==> src/rtl/core/cwid_pkg.sv <==
// ----------------------------------------------------------------------------
// cwid_pkg
// Types and constants shared by the checked-width integer divider.
// ----------------------------------------------------------------------------
package cwid_pkg;

   localparam int DATA_W        = 64;
   localparam int OPW_W         = 7;
   localparam int MAX_WIDTH_DEF = 64;

   typedef enum logic [1:0] {
      STATUS_OK   = 2'd0,
      STATUS_TYPE = 2'd1,
      STATUS_DIV0 = 2'd2,
      STATUS_OVF  = 2'd3
   } status_type;

   typedef struct packed {
      logic [DATA_W-1:0] dividend;
      logic [DATA_W-1:0] divisor;
      logic [OPW_W-1:0]  operand_width;
      logic              signed_mode;
   } req_type;

   typedef struct packed {
      logic [DATA_W-1:0] quotient;
      status_type        status;
   } rsp_type;

   // control that travels alongside the divide data
   typedef struct packed {
      logic             valid;
      status_type       status;
      logic             neg_q;
      logic [OPW_W-1:0] width;
   } ctl_type;

endpackage

==> src/rtl/core/cwid_div_stage.sv <==
// ----------------------------------------------------------------------------
// cwid_div_stage
// One restoring radix-2 step: produces one quotient bit per stage.
// ----------------------------------------------------------------------------
module cwid_div_stage #(
   parameter int MAX_WIDTH = cwid_pkg::MAX_WIDTH_DEF
) (
   input  logic                 clock,
   input  logic                 reset,
   input  cwid_pkg::ctl_type    up_ctl,
   input  logic [MAX_WIDTH-1:0] up_rem,
   input  logic [MAX_WIDTH-1:0] up_dvd,
   input  logic [MAX_WIDTH-1:0] up_dvs,
   output cwid_pkg::ctl_type    dn_ctl,
   output logic [MAX_WIDTH-1:0] dn_rem,
   output logic [MAX_WIDTH-1:0] dn_dvd,
   output logic [MAX_WIDTH-1:0] dn_dvs
);
   import cwid_pkg::*;

   logic [MAX_WIDTH:0]   trial;
   logic [MAX_WIDTH:0]   diff;
   logic                 fits;
   ctl_type              ctl_ff;
   logic [MAX_WIDTH-1:0] rem_in;
   logic [MAX_WIDTH-1:0] rem_ff;
   logic [MAX_WIDTH-1:0] dvd_in;
   logic [MAX_WIDTH-1:0] dvd_ff;
   logic [MAX_WIDTH-1:0] dvs_ff;

   always_comb begin
      trial  = {up_rem, up_dvd[MAX_WIDTH-1]};
      diff   = trial - {1'b0, up_dvs};
      fits   = !diff[MAX_WIDTH];
      rem_in = fits ? diff[MAX_WIDTH-1:0] : trial[MAX_WIDTH-1:0];
      // dividend bits shift out the top, quotient bits fill in from the bottom
      dvd_in = {up_dvd[MAX_WIDTH-2:0], fits};
   end

   always_ff @(posedge clock) begin
      if (reset) begin
         ctl_ff <= '0;
      end else begin
         ctl_ff <= up_ctl;
      end
   end

   always_ff @(posedge clock) begin
      rem_ff <= rem_in;
      dvd_ff <= dvd_in;
      dvs_ff <= up_dvs;
   end

   assign dn_ctl = ctl_ff;
   assign dn_rem = rem_ff;
   assign dn_dvd = dvd_ff;
   assign dn_dvs = dvs_ff;

endmodule

==> config.mk <==
export PLATFORM = sky130hd
export DESIGN_NAME = cwid_div_stage
export DESIGN_NICKNAME = d
export VERILOG_FILES = /design/src/rtl/core/cwid_pkg.sv /design/src/rtl/core/cwid_div_stage.sv
export SDC_FILE = /design/constraint.sdc
export NUM_CORES = 1
export LEC_CHECK = 0
export CAP_MARGIN = 30
export CORE_AREA = 2 2 161 163
export CTS_BUF_LIST = sky130_fd_sc_hd__clkbuf_4
export CTS_CLUSTER_DIAMETER = 120
export DETAILED_ROUTE_END_ITERATION = 12
export DIE_AREA = 0 0 163 165
export DONT_BUFFER_PORTS = 1
export PLACE_DENSITY = 0.62
export SKIP_CTS_REPAIR_TIMING = 1
export SYNTH_ARGS = -nofsm -noshare
export SYNTH_HDL_FRONTEND = slang
export SYNTH_SLANG_ARGS = --single-unit
==> constraint.sdc <==
create_clock -name clock -period 9.4 [get_ports clock]
set_clock_uncertainty 0.1 [all_clocks]
set_input_delay 0.94 -clock clock [delete_from_list [all_inputs] [get_ports clock]]
set_output_delay 0.94 -clock clock [all_outputs]
set_load 0.02 [all_outputs]
==> results.yml, run 1 <==
setup_path:
  critical_path.cell_chain: "inv_1 -> ha_1 -> nand4_1 -> nor4b_2 -> nand4_1 -> o22a_1 -> a21oi_1 -> o21ai_1 -> and2_1 -> o211a_2 -> inv_2 -> buf_4 -> mux2_2"
  cp_data_arrival_time_ns: 4.87
  slowest_delay_ns: 0.57
  timing.critical_path.required_ns: 9.84
  worst_path_max_delay_cell: "sky130_fd_sc_hd__buf_4"
  cp_num_buf_inv: 3
  crit_path_max_fanout: 35
  timing.critical_path.mode_cell: "sky130_fd_sc_hd__nand4_1"
  timing.critical_path.max_delay_family: "simple AND/OR/NAND/NOR gates"
  critPathCaptureType: "flop"
  startpoint_type: "primary input"
  startpoint_to_endpoint_class_of_the_critical_path: "primary input to flop"
sta:
  slew_viol_final: 0
  achievable-frequency_mhz: 226
  post-route-min-period_ns: 4.43
  rsz0062_at_grt: "no"
  timing.setup.tns_ns: 0
  setup-violations-final: 0
  final_count_of_hold_timing_violations: 0
  max_slew_margin_pct: 38.4
  final_worst_path_cycle_share_pct: 47.2
  worstMarginPinSlew_ns: 0.914
floorplan:
  core-area_um2: 25000
  row_count: 58
  die_height_um: 165
  top_level_ports: 408
  die_area_um2: 26900
  dieWidth_um: 163
  start_util_pct: 36.6
yosys:
  count_of_different_cell_masters_after_synthesis: 71
  ys_seq_elements: 203
  synth_fp_nets: 1227
  postSynth.topFlopCell: "sky130_fd_sc_hd__dfxtp_1"
  synth.cell_area_um2: 9180
  synth_sequential_area_ratio_pct: 44.3
  synth_async_reset_ratio_pct: 0
  avgSynthCellArea_um2: 9.59
  post_synth_edffs: 0
  synthCells: 957
  synth_warnings: 0
cells_and_area:
  layout.nets: 1248
  final_cells: 1348
  final.fill_count: 2477
  layout.cells.most_common_list: "203 x sky130_fd_sc_hd__dfxtp_1, 87 x sky130_fd_sc_hd__inv_1, 78 x sky130_fd_sc_hd__a21oi_1, 72 x sky130_fd_sc_hd__clkbuf_4, 64 x sky130_fd_sc_hd__ha_1"
  drive_gt1_share_pct: 9.73
  post-route-util_pct: 40.4
  area.growth.synth_to_final_pct: 10.4
  layout_commonest_cell: "sky130_fd_sc_hd__dfxtp_1"
routing:
  drt.antenna.violating_nets: 0
  drc: 0
  viasPerCell: 5.19
  dr_wl_cell_um: 19.5
  via_count: 7000
  drtPass1Iterations: 5
  number_of_design_rule_violations_left_by_the_first_detailed_router_iteration: 341
  finalWirelength_um: 26300
clock_network:
  cts-root-buf: "sky130_fd_sc_hd__clkbuf_4"
  cts_inserted_buffers: 52
  cts.sink_count: 203
  max-clock-path-buffers: 3
  h-tree-depth: 2
  cts_tree: "built"
  clk_pin_slew_ns: 0.08
global_route:
  grt-ovfl-total: 0
  antenna_violations_before_repair: 1
  grt_pass1_vias: 7008
  grt_start_max_net_pins: 36
  grt_first_pass_wirelength_um: 38400
  all_layer_global_routing_usage_pct: 18.3
pwr:
  cell_int_power_mw: 1.52
  power.net_switching_uw: 760
  sequentialPowerShare_pct: 50.0
  cellLeakagePower_nw: 4.54
  part_of_the_total_power_dissipated_in_the_clock_network_pct: 32.7
  sw_frac_of_total_pct: 33.3
  power_per_cell_area_nw_per_um2: 225
  vdd_ir_drop_max_v: 0.000125
  power_frac_comb_pct: 17.3
status:
  result_of_the_run: "finished, final reports clean"
worst_hold_path:
  holdCritPathClass: "primary input to flop"
placed_design:
  port-buffer-count: 0
  dp_hpwl_um: 21100
  numPlacedInstances: 1254
  place_congestion: 0.857
run:
  drv_cap: 0
cell families after synthesis:
logic type               count (synthesis)  share of synthesized area, %
buffers and inverters                  122                          5.11
multiplexers                            63                          7.69
XOR/XNOR                                57                          5.44
AO/OA/AOI/OAI                          236                          16.8
adder cells (fa/ha/maj)                 65                          8.95
flip-flops                             203                          44.3
AND/OR/NAND/NOR                        211                          11.7
power by group through the flow:
stage               Sequential (mW)  Clock (mW)  Combinational, mW
CTS                            1.14       0.778              0.395
finish                         1.14       0.746              0.393
floorplan                      1.14           0              0.314
global placement               1.17           0              0.385
detailed placement             1.16           0              0.390
global route                   1.15       0.822              0.440
cells in the mapped netlist, types with 4 or more instances:
library cell,instances,area (µm²)
sky130_fd_sc_hd__nand2_1,62,233
sky130_fd_sc_hd__a211o_1,4,35.0
sky130_fd_sc_hd__o21bai_1,15,113
sky130_fd_sc_hd__a311oi_1,5,43.8
sky130_fd_sc_hd__nand3_1,10,50.1
sky130_fd_sc_hd__clkbuf_1,27,101
sky130_fd_sc_hd__mux2i_1,6,60.1
sky130_fd_sc_hd__a21boi_0,4,30.0
sky130_fd_sc_hd__o21a_1,6,45.0
sky130_fd_sc_hd__o211ai_1,4,30.0
sky130_fd_sc_hd__nor2_1,42,158
sky130_fd_sc_hd__xor2_1,23,201
sky130_fd_sc_hd__dfxtp_1,203,4060
sky130_fd_sc_hd__a21o_1,32,240
sky130_fd_sc_hd__mux2_1,48,541
sky130_fd_sc_hd__or2_1,4,25.0
sky130_fd_sc_hd__o31ai_1,5,37.5
sky130_fd_sc_hd__nor3_1,8,40.0
sky130_fd_sc_hd__nor2b_1,22,138
sky130_fd_sc_hd__xnor2_1,34,298
sky130_fd_sc_hd__nand2b_1,8,50.1
sky130_fd_sc_hd__and2_1,5,31.3
sky130_fd_sc_hd__inv_1,87,327
sky130_fd_sc_hd__o21ai_0,19,95.1
sky130_fd_sc_hd__mux2_2,8,90.1
sky130_fd_sc_hd__ha_1,64,801
sky130_fd_sc_hd__and3_1,9,56.3
sky130_fd_sc_hd__a31oi_1,8,50.1
sky130_fd_sc_hd__o21ai_1,17,85.1
sky130_fd_sc_hd__a21oi_1,78,390
sky130_fd_sc_hd__buf_2,6,30.0
sky130_fd_sc_hd__a211oi_1,5,37.5
sky130_fd_sc_hd__nand4_1,22,138
final timing paths:
check  startpoint                 end  slack [ns]  cells after the start
max    up_dvs[27]  dn_rem[49]$_DFF_P_        4.97                     13
min    up_dvs[26]  dn_dvs[26]$_DFF_P_        0.19                      0
per-layer routing:
metal | up-vias | GRT usage, % | wire (µm)
met5 | - | 0 | 0
li1 | 3414 | - | -
met3 | 54 | 5.37 | 2150
met2 | 332 | 32.2 | 12900
met4 | 0 | 7.68 | 854
met1 | 3200 | 20.7 | 10400
sequential cells by signal, indices dropped and copies added (netlist names):
signal / flops
dn_dvs: 64
dn_ctl: 11
dn_dvd: 64
dn_rem: 64
cell type report:
type | count | area [µm²] | area share [%]
Timing Repair Buffer | 1 | 7.51 | 0.0741
Sequential cell | 203 | 4060 | 40.1
Clock inverter | 21 | 118 | 1.16
Tap cell | 330 | 413 | 4.08
Inverter | 88 | 330 | 3.26
Antenna cell | 1 | 2.50 | 0.0247
Clock buffer | 72 | 541 | 5.34
Multi-Input combinational cell | 632 | 4650 | 45.9
metrics by stage:
step                instance area (µm²)  hold slack [ns]  worst slack, ns  power [mW]
finish                            10100            0.192             4.97        2.28
global route                      10100            0.123             4.70        2.41
CTS                               10100            0.118             4.93        2.32
detailed placement                 9460            0.868             4.25        1.55
global placement                   9460            0.868             4.35        1.55
floorplan                          9180            0.868             5.48        1.45
Power figures use the tool's default switching activity.
==> run 2: changes to the inputs <==
Clock period 9.4 ns to 4.13 ns, I/O delays scaled along.
==> run 2 against run 1 <==
Compared with the run above: worst setup slack got worse by 4.4 ns; core utilization is 8.0 points higher; highest routed layer unchanged; via count grew 11%; count of clock-buffer cells in the layout fell by 4.
==> results.yml, run 2 (synthesis results as in run 1) <==
floorplan:
  start_util_pct: 36.6
  die_area_um2: 26900
  die_height_um: 165
  top_level_ports: 408
  core-area_um2: 25000
  row_count: 58
  dieWidth_um: 163
global_route:
  grt-ovfl-total: 0
  grt_start_max_net_pins: 33
  antenna_violations_before_repair: 1
  grt_pass1_vias: 6993
  all_layer_global_routing_usage_pct: 18.4
  grtUsageMet3_pct: 6.10
  met2_usage_pct: 33.0
  gr-usage-met1_pct: 20.7
  grt_first_pass_wirelength_um: 38800
  grt-busiest-layer: "met2"
sta:
  achievable-frequency_mhz: 278
  final.hold.worst_slack_ns: 0.102
  max_slew_margin_pct: 65.5
  rsz0062_at_grt: "no"
  worstMarginPinSlew_ns: 0.505
  slew_viol_final: 0
  setup-violations-final: 0
  final_count_of_hold_timing_violations: 0
  final_worst_path_cycle_share_pct: 87.1
  timing.setup.tns_ns: 0
  post-route-min-period_ns: 3.60
clock_network:
  cts_tree: "built"
  max-clock-path-buffers: 3
  cts-root-buf: "sky130_fd_sc_hd__clkbuf_4"
  cts.sink_count: 203
  clk_pin_slew_ns: 0.06
  cts_inserted_buffers: 51
  h-tree-depth: 2
worst_hold_path:
  worstHoldPathCells: 4
  hold_path_startpoint: "up_rem[63]"
  holdCritPathClass: "primary input to flop"
  min_delay_worst_endpoint: "dn_rem[62]$_DFF_P_"
routing:
  drtPass1Iterations: 5
  via_count: 7778
  viasPerCell: 5.03
  drc: 0
  dr_wl_cell_um: 19.2
  finalWirelength_um: 29700
  drt.antenna.violating_nets: 0
  number_of_design_rule_violations_left_by_the_first_detailed_router_iteration: 428
status:
  result_of_the_run: "finished, final reports clean"
setup_path:
  crit_path_max_fanout: 32
  slowest_delay_ns: 0.52
  timing.critical_path.required_ns: 4.56
  worst_path_max_delay_cell: "sky130_fd_sc_hd__dlygate4sd3_1"
  critical_path.cell_chain: "dlygate4sd3_1 -> inv_1 -> ha_1 -> fa_1 -> nor2b_1 -> o211ai_1 -> a21o_1 -> o22a_1 -> a21oi_1 -> o21ai_1 -> and2_1 -> o211a_2 -> inv_2 -> buf_12 -> mux2_2"
  critPathCaptureType: "flop"
  startpoint_to_endpoint_class_of_the_critical_path: "primary input to flop"
  cp_data_arrival_time_ns: 4.02
  startpoint_type: "primary input"
pwr:
  cellLeakagePower_nw: 5.38
  vdd_ir_drop_max_v: 0.000283
  power_per_cell_area_nw_per_um2: 431
  p_total_mw: 5.23
cells_and_area:
  post-route-cell-area_um2: 12100
  layout.nets: 1457
  area.growth.synth_to_final_pct: 32.3
  drive_gt1_share_pct: 8.15
  layout.cells.most_common_list: "203 x sky130_fd_sc_hd__dfxtp_1, 203 x sky130_fd_sc_hd__dlygate4sd3_1, 87 x sky130_fd_sc_hd__inv_1, 78 x sky130_fd_sc_hd__a21oi_1, 68 x sky130_fd_sc_hd__clkbuf_4"
  post-route-util_pct: 48.5
placed_design:
  dp_hpwl_um: 21000
  place_congestion: 0.872
  placed_cell_area_um2: 9530
  port-buffer-count: 0
run:
  drv_cap: 0
-- run 2: per-layer routing --
metal / part of all wire [%] / routed length (µm)
met1: 39 / 11500
met2: 52 / 15500
met3: 7.2 / 2150
met4: 1.9 / 552
met5: 0 / 0
-- run 2: area by class of cell --
type	instances	area [µm²]
multi-input cells	632	4640
clock inverters	13	60.1
well taps	330	413
repair buffers	211	2120
diodes	1	2.50
inverters	88	330
clock buffers	68	510
fillers	2353	12900
flip-flops and latches	203	4060
-- run 2: worst max path at each step --
stage               slack, ns            endpoint  depth (start not counted)       start
global placement         0.44  dn_rem[59]$_DFF_P_                         11  up_dvs[24]
finish                   0.53  dn_rem[49]$_DFF_P_                         15  up_dvd[63]
floorplan                0.74  dn_rem[59]$_DFF_P_                         10  up_dvs[26]
global route             0.36  dn_rem[48]$_DFF_P_                         15  up_dvd[63]
detailed placement       0.39  dn_rem[59]$_DFF_P_                         11  up_dvs[24]
CTS                      1.09  dn_rem[59]$_DFF_P_                         11  up_dvs[24]
-- run 2: stage by stage --
step / cells / setup slack, ns
floorplan: 957 / 0.739
global placement: 1261 / 0.441
detailed placement: 1261 / 0.392
CTS: 1342 / 1.09
global route: 1546 / 0.361
finish: 1546 / 0.533
-- run 2: critical path: cells and delay by family --
kind            cells  cell delay (ns)
simple gates        2             0.43
buf+inv             4             0.93
fa+ha+maj           2             0.63
mux                 1             0.36
compound gates      6             1.24
-- run 2: power by group --
group | total (mW) | switching [mW] | internal, mW
clock network | 1.55 | 0.793 | 0.757
logic | 1.08 | 0.548 | 0.535
registers | 2.60 | 0.407 | 2.19
total | 5.23 | 1.75 | 3.49
