$ cat src/rtl/core/cwid_pkg.sv
// ----------------------------------------------------------------------------
// cwid_pkg
// Types and constants shared by the checked-width integer divider.
// ----------------------------------------------------------------------------
package cwid_pkg;

   localparam int DATA_W        = 64;
   localparam int OPW_W         = 7;
   localparam int MAX_WIDTH_DEF = 64;

   typedef enum logic [1:0] {
      STATUS_OK   = 2'd0,
      STATUS_TYPE = 2'd1,
      STATUS_DIV0 = 2'd2,
      STATUS_OVF  = 2'd3
   } status_type;

   typedef struct packed {
      logic [DATA_W-1:0] dividend;
      logic [DATA_W-1:0] divisor;
      logic [OPW_W-1:0]  operand_width;
      logic              signed_mode;
   } req_type;

   typedef struct packed {
      logic [DATA_W-1:0] quotient;
      status_type        status;
   } rsp_type;

   // control that travels alongside the divide data
   typedef struct packed {
      logic             valid;
      status_type       status;
      logic             neg_q;
      logic [OPW_W-1:0] width;
   } ctl_type;

endpackage

$ cat src/rtl/core/cwid_fixup.sv
// ----------------------------------------------------------------------------
// cwid_fixup
// Output stage: quotient sign, width mask and zeroing on error.
// ----------------------------------------------------------------------------
module cwid_fixup #(
   parameter int MAX_WIDTH = cwid_pkg::MAX_WIDTH_DEF
) (
   input  logic                 clock,
   input  logic                 reset,
   input  cwid_pkg::ctl_type    up_ctl,
   input  logic [MAX_WIDTH-1:0] up_quot,
   output logic                 rsp_valid,
   output cwid_pkg::rsp_type    rsp_data
);
   import cwid_pkg::*;

   logic [DATA_W-1:0] mask;
   logic [DATA_W-1:0] q_ext;
   logic [DATA_W-1:0] q_signed;
   rsp_type           rsp_in;
   rsp_type           rsp_ff;
   logic              valid_ff;

   always_comb begin
      mask     = (DATA_W'(1) << up_ctl.width) - DATA_W'(1);
      q_ext    = DATA_W'(up_quot);
      q_signed = up_ctl.neg_q ? ((DATA_W'(0) - q_ext) & mask) : q_ext;
      rsp_in.status   = up_ctl.status;
      rsp_in.quotient = (up_ctl.status == STATUS_OK) ? q_signed : '0;
   end

   always_ff @(posedge clock) begin
      if (reset) begin
         valid_ff <= 1'b0;
      end else begin
         valid_ff <= up_ctl.valid;
      end
   end

   always_ff @(posedge clock) begin
      rsp_ff <= rsp_in;
   end

   assign rsp_valid = valid_ff;
   assign rsp_data  = rsp_ff;

endmodule

$ cat config.mk
export PLATFORM = sky130hd
export DESIGN_NAME = cwid_fixup
export DESIGN_NICKNAME = d
export VERILOG_FILES = /design/src/rtl/core/cwid_pkg.sv /design/src/rtl/core/cwid_fixup.sv
export SDC_FILE = /design/constraint.sdc
export NUM_CORES = 1
export LEC_CHECK = 0
export BUFFER_PORTS_ARGS = -buffer_cell sky130_fd_sc_hd__buf_2
export CAP_MARGIN = 20
export CORE_UTILIZATION = 45
export DETAILED_ROUTE_END_ITERATION = 12
export PLACE_DENSITY_LB_ADDON = 0.3
export SETUP_SLACK_MARGIN = 0.3
export SYNTH_ARGS = -nofsm -noshare
export SYNTH_HDL_FRONTEND = slang
export SYNTH_SLANG_ARGS = --single-unit
$ cat constraint.sdc
create_clock -name clock -period 3.7 [get_ports clock]
set_input_delay 0.555 -clock clock [delete_from_list [all_inputs] [get_ports clock]]
set_output_delay 0.555 -clock clock [all_outputs]
set_load 0.01 [all_outputs]
==> flow_results.org, run 1 <==
** Synth
- In this run the cell area of the synthesized design comes to between 5000 and 6000 um2.
- Synth warnings :: 0
- Yosys mapped a number of flops with a built-in enable equal to 0.
- Leading area contributor after synthesis :: sky130_fd_sc_hd__dfxtp_1
- The synthesized netlist contains 77 unique library cells.
- Of the post-synthesis cell area, the dominant cell type holds 0.252.
- Ranked by total cell area, the synthesized netlist is headed by sky130_fd_sc_hd__dfxtp_1, sky130_fd_sc_hd__nand2_1, sky130_fd_sc_hd__a21oi_1.
- In the synthesized netlist the async set-or-reset flop fraction comes to 0.
- Average cell area after synthesis :: about 7 um2
- Post-Synthesis Net Count :: approximately 820
- Seq/Total Area, Yosys :: 0.252
- In the synthesized netlist, the number of instances is ~740.
- In the synthesized netlist the dominant register cell turns out to be sky130_fd_sc_hd__dfxtp_1.
- Synthesis-stage register bit count :: between 60 and 70

** Floorplan
- The initialized floorplan defines 39 standard-cell rows.
- Measured along the y axis, the die boundary spans approximately 110 um.
- The die covers 12,300 um2.
- Effective utilization at floorplan :: 0.464
- Overall die width :: 111 um
- Ports placed on the boundary :: ~140
- The core region is roughly 11,000 um2.

** GRT
- Global-route wire length before repair :: roughly 29,000 um
- Number of antenna violations at the first check in global routing :: 0
- Via count of the first global-routing pass :: between 5,000 and 6,000
- Across every metal layer, demand over resource in global routing totals 0.290.
- Entering global routing, the biggest net connects between 60 and 70 pins.
- After global routing the overflow that remains totals 0.

** Min path
- Launch point of the worst hold path :: up_ctl[9]
- Type of the most critical hold path :: in2reg

** STA
- Final period util :: 0.774
- Derived from the worst setup path, the maximum achievable clock frequency is 349 MHz.
- The hold violation count in the final report was 0.
- Clock period minus final worst setup slack :: approximately 2900 ps
- The tightest hold path in the finished design has a slack of between 300 and 400 ps.
- Adding up every negative setup slack in the final design gives 0 ps.
- Setup violations remaining at the end of the flow were counted as 0.
- For the pin with the worst max-slew slack, the measured transition is slightly below 1000 ps.
- Measured against its own limit, the worst slew margin works out to 0.341.
- Setup repair after global routing left no endpoint under its margin.
- The count of final max-slew check failures was 0.

** Setup path
- Critical Path Stages :: 10
- Startpoint of the most critical setup path :: up_ctl[4]
- Traced cell by cell, the critical path runs through buf_2, nor4_1, buf_4, nand3_1, ha_1, o221ai_2, a21oi_1, xnor2_1, or4b_1, a31oi_1.
- At the worst endpoint, the required time is slightly below 4000 ps.
- Worst Setup EP :: rsp_data[64]
- Critical path capture point type :: flop
- Slowest CP cell :: sky130_fd_sc_hd__or4b_1
- Startpoint kind of the worst setup timing path :: primary input
- CP max FO :: 32
- At the worst endpoint, the arrival time is approximately 3100 ps.
- Counting both buffers and inverters, the worst setup path holds a total of 2.
- The critical path is of the in2reg type.
- Delay-heaviest family, CP :: compound AO/OA/AOI/OAI gates
- Delay of the slowest cell on the worst path :: 450 ps

** Routing
- The detailed router finished its first iteration with between 900 and 1,000 violations.
- Antenna Nets Post-Route :: 0
- Remaining routing DRC violations :: 0
- Via count of the routed design :: 6,446
- Wires add up to between 15,000 and 20,000 um.
- Length of the first detailed-routing pass in iterations :: 5
- Using the TritonRoute via totals, the vias-per-cell ratio works out to around 6.4.
- Post-DR wirelength/cell :: roughly 18 um

** Run status
- Result of the run :: finished, final reports clean

** Final layout
- # nets final :: approximately 940
- Finished Layout Cells :: 1,011
- Number of antenna diodes :: 0
- At the end of the flow the core is filled with cells to 0.562.
- The sequential cells in the finished layout cover a total of ~1300 um2.
- Fraction of layout instances using a drive strength above 1 :: 0.257
- Fill cell count :: roughly 1,100
- Relative to the synthesized area, the layout overhead comes to 21.2%.
- In the final layout, the multi-input gates occupy 3710 um2.

** Power
- The analysis attributes to cell leakage a power of 2.55 nW.
- Dividing total power by cell area gives a power density of 325 nW/um2.
- The worst-case IR drop observed on VDD is 342 uV.

** Placement
- Total of buffers placed on input and output ports :: about 140
- Cell total after placement :: between 900 and 1,000
- DPL Wire Length :: approximately 13,000 um
- Routability-driven placement finished with a final weighted congestion of about 1.0.

** CTS
- Counting every sink on the clock net gives 67.
- Clock slew seen by the registers of the worst setup and hold paths :: approximately 60 ps
- Buffers inserted by post-CTS timing repair :: 0
- Clock tree root driver cell :: sky130_fd_sc_hd__clkbuf_16
- The H-tree generated during clock tree synthesis spans 3 levels.
- Counting the buffers created by CTS gives 9.
- Post-cts resize count :: 0
- CTS tree :: built
- No sink is reached through more buffers than the 2 on the longest clock path.
- In this run, post-CTS hold repair placed 0 buffers.

** Flow run
- Count of maximum capacitance violations :: 0
area by class of cell:
class	instances	area share
multi-input combinational	612	0.575
clock buffer	10	0.0371
tap	143	0.0278
sequential	67	0.208
inverter	11	0.00641
clock inverter	6	0.00990
timing repair buffer	162	0.135
cells by family after synthesis:
family	synth area share
AO/OA/AOI/OAI	0.242
XOR/XNOR	0.0330
adder cells (fa/ha/maj)	0.00659
buffers and inverters	0.0501
flip-flops	0.252
multiplexers	0.0181
AND/OR/NAND/NOR	0.398
cell usage in the layout (no fill, tap or decap), types with 5 or more instances in the layout:
master,count
sky130_fd_sc_hd__inv_1,10
sky130_fd_sc_hd__or4b_2,11
sky130_fd_sc_hd__buf_4,18
sky130_fd_sc_hd__nor4_1,19
sky130_fd_sc_hd__xor2_1,8
sky130_fd_sc_hd__and4_1,9
sky130_fd_sc_hd__a2111oi_0,7
sky130_fd_sc_hd__clkbuf_16,9
sky130_fd_sc_hd__nand3b_1,5
sky130_fd_sc_hd__a31oi_1,13
sky130_fd_sc_hd__and3_1,10
sky130_fd_sc_hd__nor2_1,64
sky130_fd_sc_hd__a211oi_1,6
sky130_fd_sc_hd__nor4b_1,5
sky130_fd_sc_hd__o21ai_0,55
sky130_fd_sc_hd__xnor2_1,12
sky130_fd_sc_hd__o31ai_1,8
sky130_fd_sc_hd__or4_1,14
sky130_fd_sc_hd__o22ai_1,7
sky130_fd_sc_hd__nand3_1,29
sky130_fd_sc_hd__buf_2,143
sky130_fd_sc_hd__nor3_1,33
sky130_fd_sc_hd__or2_2,11
sky130_fd_sc_hd__nand2_1,92
sky130_fd_sc_hd__o211ai_1,5
sky130_fd_sc_hd__nand4b_1,5
sky130_fd_sc_hd__dfxtp_1,67
sky130_fd_sc_hd__or3_1,24
sky130_fd_sc_hd__a21oi_1,60
sky130_fd_sc_hd__nand4_1,12
sky130_fd_sc_hd__nor2b_1,5
registers in the layout, summed over array words and instances (netlist names):
| name | cells |
|---|---|
| rsp_valid | 1 |
| rsp_data | 66 |
power breakdown:
part | switching (mW) | internal, mW | total (mW)
Sequential | 0.00771 | 0.755 | 0.763
Clock | 0.340 | 0.539 | 0.880
Combinational | 0.290 | 0.164 | 0.454
Total | 0.638 | 1.46 | 2.10
layer usage:
metal | track usage | wire, um
met2 | 0.451 | 8120
met5 | 0 | 0
met3 | 0.0651 | 1700
met1 | 0.388 | 7760
met4 | 0.116 | 605
synth_stat cells, types with 6 or more instances:
master,instances
sky130_fd_sc_hd__or4_1,14
sky130_fd_sc_hd__buf_1,7
sky130_fd_sc_hd__nand2_1,92
sky130_fd_sc_hd__a2111oi_0,7
sky130_fd_sc_hd__o21ai_0,55
sky130_fd_sc_hd__nor4_1,19
sky130_fd_sc_hd__a31oi_1,13
sky130_fd_sc_hd__a211oi_1,6
sky130_fd_sc_hd__xor2_1,8
sky130_fd_sc_hd__or2_2,11
sky130_fd_sc_hd__buf_2,12
sky130_fd_sc_hd__and3_1,10
sky130_fd_sc_hd__a21oi_1,60
sky130_fd_sc_hd__nor3_1,33
sky130_fd_sc_hd__or3_1,24
sky130_fd_sc_hd__xnor2_1,12
sky130_fd_sc_hd__nor2_1,64
sky130_fd_sc_hd__o22ai_1,7
sky130_fd_sc_hd__and4_1,9
sky130_fd_sc_hd__clkbuf_1,34
sky130_fd_sc_hd__dfxtp_1,67
sky130_fd_sc_hd__nand3_1,29
sky130_fd_sc_hd__o31ai_1,8
sky130_fd_sc_hd__nand4_1,12
sky130_fd_sc_hd__or4b_2,11
sky130_fd_sc_hd__inv_1,10
worst min-delay path by stage:
stage / endpoint / slack, ps / cells after the start
after global placement: rsp_data[0] / 690 / 1
after global routing: rsp_data[1] / 330 / 1
final: rsp_data[1] / 330 / 1
after floorplan: rsp_data[0] / 580 / 0
after detailed placement: rsp_data[1] / 690 / 1
after CTS: rsp_data[1] / 330 / 1
metrics by stage:
stage / area [um2] / power [mW] / worst slack (ps)
finish: 6440 / 2.10 / 838
floorplan: 5320 / 1.04 / 753
CTS: 6440 / 2.10 / 875
detailed placement: 6140 / 1.22 / 518
global placement: 6140 / 1.22 / 559
global route: 6440 / 2.18 / 635
Note: power is estimated with default switching activity, not from simulation.
==> inputs of run 2 (changes only) <==
clock period = 2.95 ns   (was 3.7 ns; I/O delays follow)
==> run 2 against run 1 <==
Via count is 2.5% higher; count of clock-buffer cells in the layout stayed put; sequential share of layout area down 0.89 points; non-clock buffer count increased by 39; largest cell class unchanged; worst setup slack got worse by 370 ps; core utilization grew 2.5 points; critical endpoint is now rsp_data[53]; sequential cell count is the same; critical path type unchanged.
==> flow_results.org, run 2 (same netlist as run 1, synthesis figures left out) <==
** Final layout
- Largest register FFs :: 66 (unchanged)
- The top cell types in the final layout, fill and taps aside, are sky130_fd_sc_hd__buf_2, sky130_fd_sc_hd__nand2_1, sky130_fd_sc_hd__dfxtp_1.
- # nets final :: 981 (+4.1%)
- The number of fill cells was 1,057 (-4.9%).
- Most frequent standard cell in the layout excluding fill and tap cells :: sky130_fd_sc_hd__buf_2
- Fraction of layout instances using a drive strength above 1 :: 0.290 (+0.0331)
- The area growth from synthesis to layout is 26.6%.
- The total inserted antenna cells was 0 (unchanged).

** CTS
- The clock sink count came to 67 (unchanged).
- CTS tree :: built
- Clock tree root driver cell :: sky130_fd_sc_hd__clkbuf_16
- Buffers inserted by post-CTS timing repair :: 0 (unchanged)
- The post-cts repair resize count came to 0 (unchanged).
- The maximum buffer depth of the clock tree is 2 (unchanged).
- Number of H-tree levels :: 3 (unchanged)
- # hold bufs at CTS :: 0 (unchanged)
- Clock slew seen by the registers of the worst setup and hold paths :: 60 ps (about the same)
- The number of clock buffers inserted by TritonCTS is 9 (unchanged).

** GRT
- Total overflow reported by the global router :: 0 (unchanged)
- Global-route wire length before repair :: 29,100 um (+1.4%)
- The global-route usage over all layers was 0.294 (+0.00401).
- The number of global-route vias before repair is 5,705 (+3.8%).
- Largest net degree at the start of global routing :: 45 (-33%)
- Number of antenna violations at the first check in global routing :: 0 (unchanged)

** Routing
- Drt via density :: 6.29 (-1.3%)
- Total length of routed wires :: 18,400 um (+1.2%)
- The length of the first detailed-routing pass in iterations is 8 (+3).
- The met3 routed wirelength was 1690 um (-0.47%).
- Routed signal wires occupy layers up through met4.
- The number of remaining DRC errors came to 0 (unchanged).
- The violation count after the first detailed-routing iteration was 743 (-21%).
- Routed length on met2 :: 8250 um (+1.7%)
- Post-DR wirelength/cell :: 17.5 um (-2.6%)
- The vias after detailed routing is 6,605 (+2.5%).
- Routed metal-1 wirelength :: 7710 um (-0.63%)
- The remaining number of nets flagged by the antenna check after routing came to 0 (unchanged).

** Floorplan
- The die extent in x is 111 um (unchanged).
- Ports placed on the boundary :: 144 (unchanged)
- Die height :: 111 um (unchanged)
- Effective utilization at floorplan :: 0.464 (unchanged)
- The die outline area was 12,300 um2 (unchanged).
- The standard-cell row count came to 39 (unchanged).
- Placeable core region :: 11,500 um2 (unchanged)

** Setup path
- Sequence of cells on the critical path :: buf_2, or4_4, nor4_4, nand4_2, buf_4, o41ai_2, nand2_1, a21oi_1
- The setup path with the least slack is of type in2reg.
- Worst endpoint required time :: 3230 ps (-740 ps)
- The data arrival time at the worst-slack endpoint was 2770 ps (-360 ps).
- Slowest CP cell :: sky130_fd_sc_hd__or4_4
- Tracing the worst setup path back leads to its startpoint at up_quot[21].
- CP max FO :: 7 (-78%)
- Worst Setup EP :: rsp_data[53]
- Delay of the slowest cell on the worst path :: 550 ps (+100 ps)
- Critical path capture point type :: flop
- The worst setup path is launched from a primary input.

** Placement
- The detailed-placement wirelength estimate came to 13,700 um (+2.5%).
- Final GP Congestion :: 0.961 (-3.5%)
- The count of buffers inserted at the top-level ports was 143 (unchanged).

** STA
- Timing would allow up to around 400 MHz.
- The hold violation count in the final report was 0 (unchanged).
- The count of final max-slew check failures was 0 (unchanged).
- Setup repair after global routing left no endpoint under its margin.
- Clock period minus final worst setup slack :: ~2500 ps
- The pin slew with the least headroom to its limit was 654 ps (-334 ps).
- Relative max-transition margin :: 0.564 (+0.224)
- Setup TNS after final layout :: 0 ps (unchanged)
- The total setup violations reported at the end of the flow was 0 (unchanged).
- Final period util :: 0.843

** Run status
- The flow ran to the end, and the final reports show no timing, DRC or antenna violations.

** Power
- The maximum vdd ir drop was 362 uV (+6.1%).
- Leakage :: 2.74 nW (+7.4%)
- Cell area power density :: 382 nW/um2 (+17%)
- The post-route total power was 2.57 mW (+23%).

** Flow run
- Count of maximum capacitance violations :: 0 (unchanged)

** Min path
- The tightest min-delay check is of the in2reg type.
[run 2: cell type report]
cell class | instances | area (um2) | area share
Sequential cell | 67 | 1340 | 0.199
Clock inverter | 6 | 40.0 | 0.00595
Clock buffer | 10 | 239 | 0.0355
Timing Repair Buffer | 201 | 1180 | 0.175
Tap cell | 143 | 179 | 0.0266
Multi-Input combinational cell | 612 | 3710 | 0.552
Inverter | 11 | 41.3 | 0.00613
[run 2: worst max-delay path: cells and delay by family]
kind,cells,cell delay [ps]
AOI/OAI and AO/OA,2,480
and+or+nand+nor,4,1420
buffers and inverters,2,410
[run 2: power breakdown]
group | internal [mW] | total, mW | switching, mW
logic | 0.231 | 0.601 | 0.369
registers | 0.947 | 0.957 | 0.00970
clock network | 0.590 | 1.01 | 0.424
[run 2: worst min-delay path by stage]
stage,startpoint,end,slack (ps),depth (start not counted)
2_1_floorplan,up_ctl[8],rsp_data[0],470,0
3_3_place_gp,up_ctl[9],rsp_data[1],570,1
3_5_place_dp,up_ctl[9],rsp_data[1],570,1
4_1_cts,up_ctl[9],rsp_data[1],220,1
5_1_grt,up_ctl[9],rsp_data[1],230,1
6_report,up_ctl[9],rsp_data[1],220,1
[run 2: metrics by stage]
| step | setup WS [ps] | hold slack [ps] | std cells | instance area [um2] | util |
|---|---|---|---|---|---|
| floorplan | 313 | 470 | 744 | 5320 | - |
| global placement | 195 | 572 | 1034 | 6450 | 0.563 |
| detailed placement | 130 | 573 | 1034 | 6450 | 0.563 |
| CTS | 478 | 217 | 1050 | 6730 | 0.587 |
| global route | 403 | 227 | 1050 | 6730 | 0.587 |
| finish | 464 | 219 | 1050 | 6730 | 0.587 |
[run 2: per-layer routing]
metal | GRT usage | vias to the layer above
met4 | 0.148 | 0
li1 | - | 3139
met1 | 0.392 | 3011
met3 | 0.0459 | 63
met5 | 0 | -
met2 | 0.459 | 392
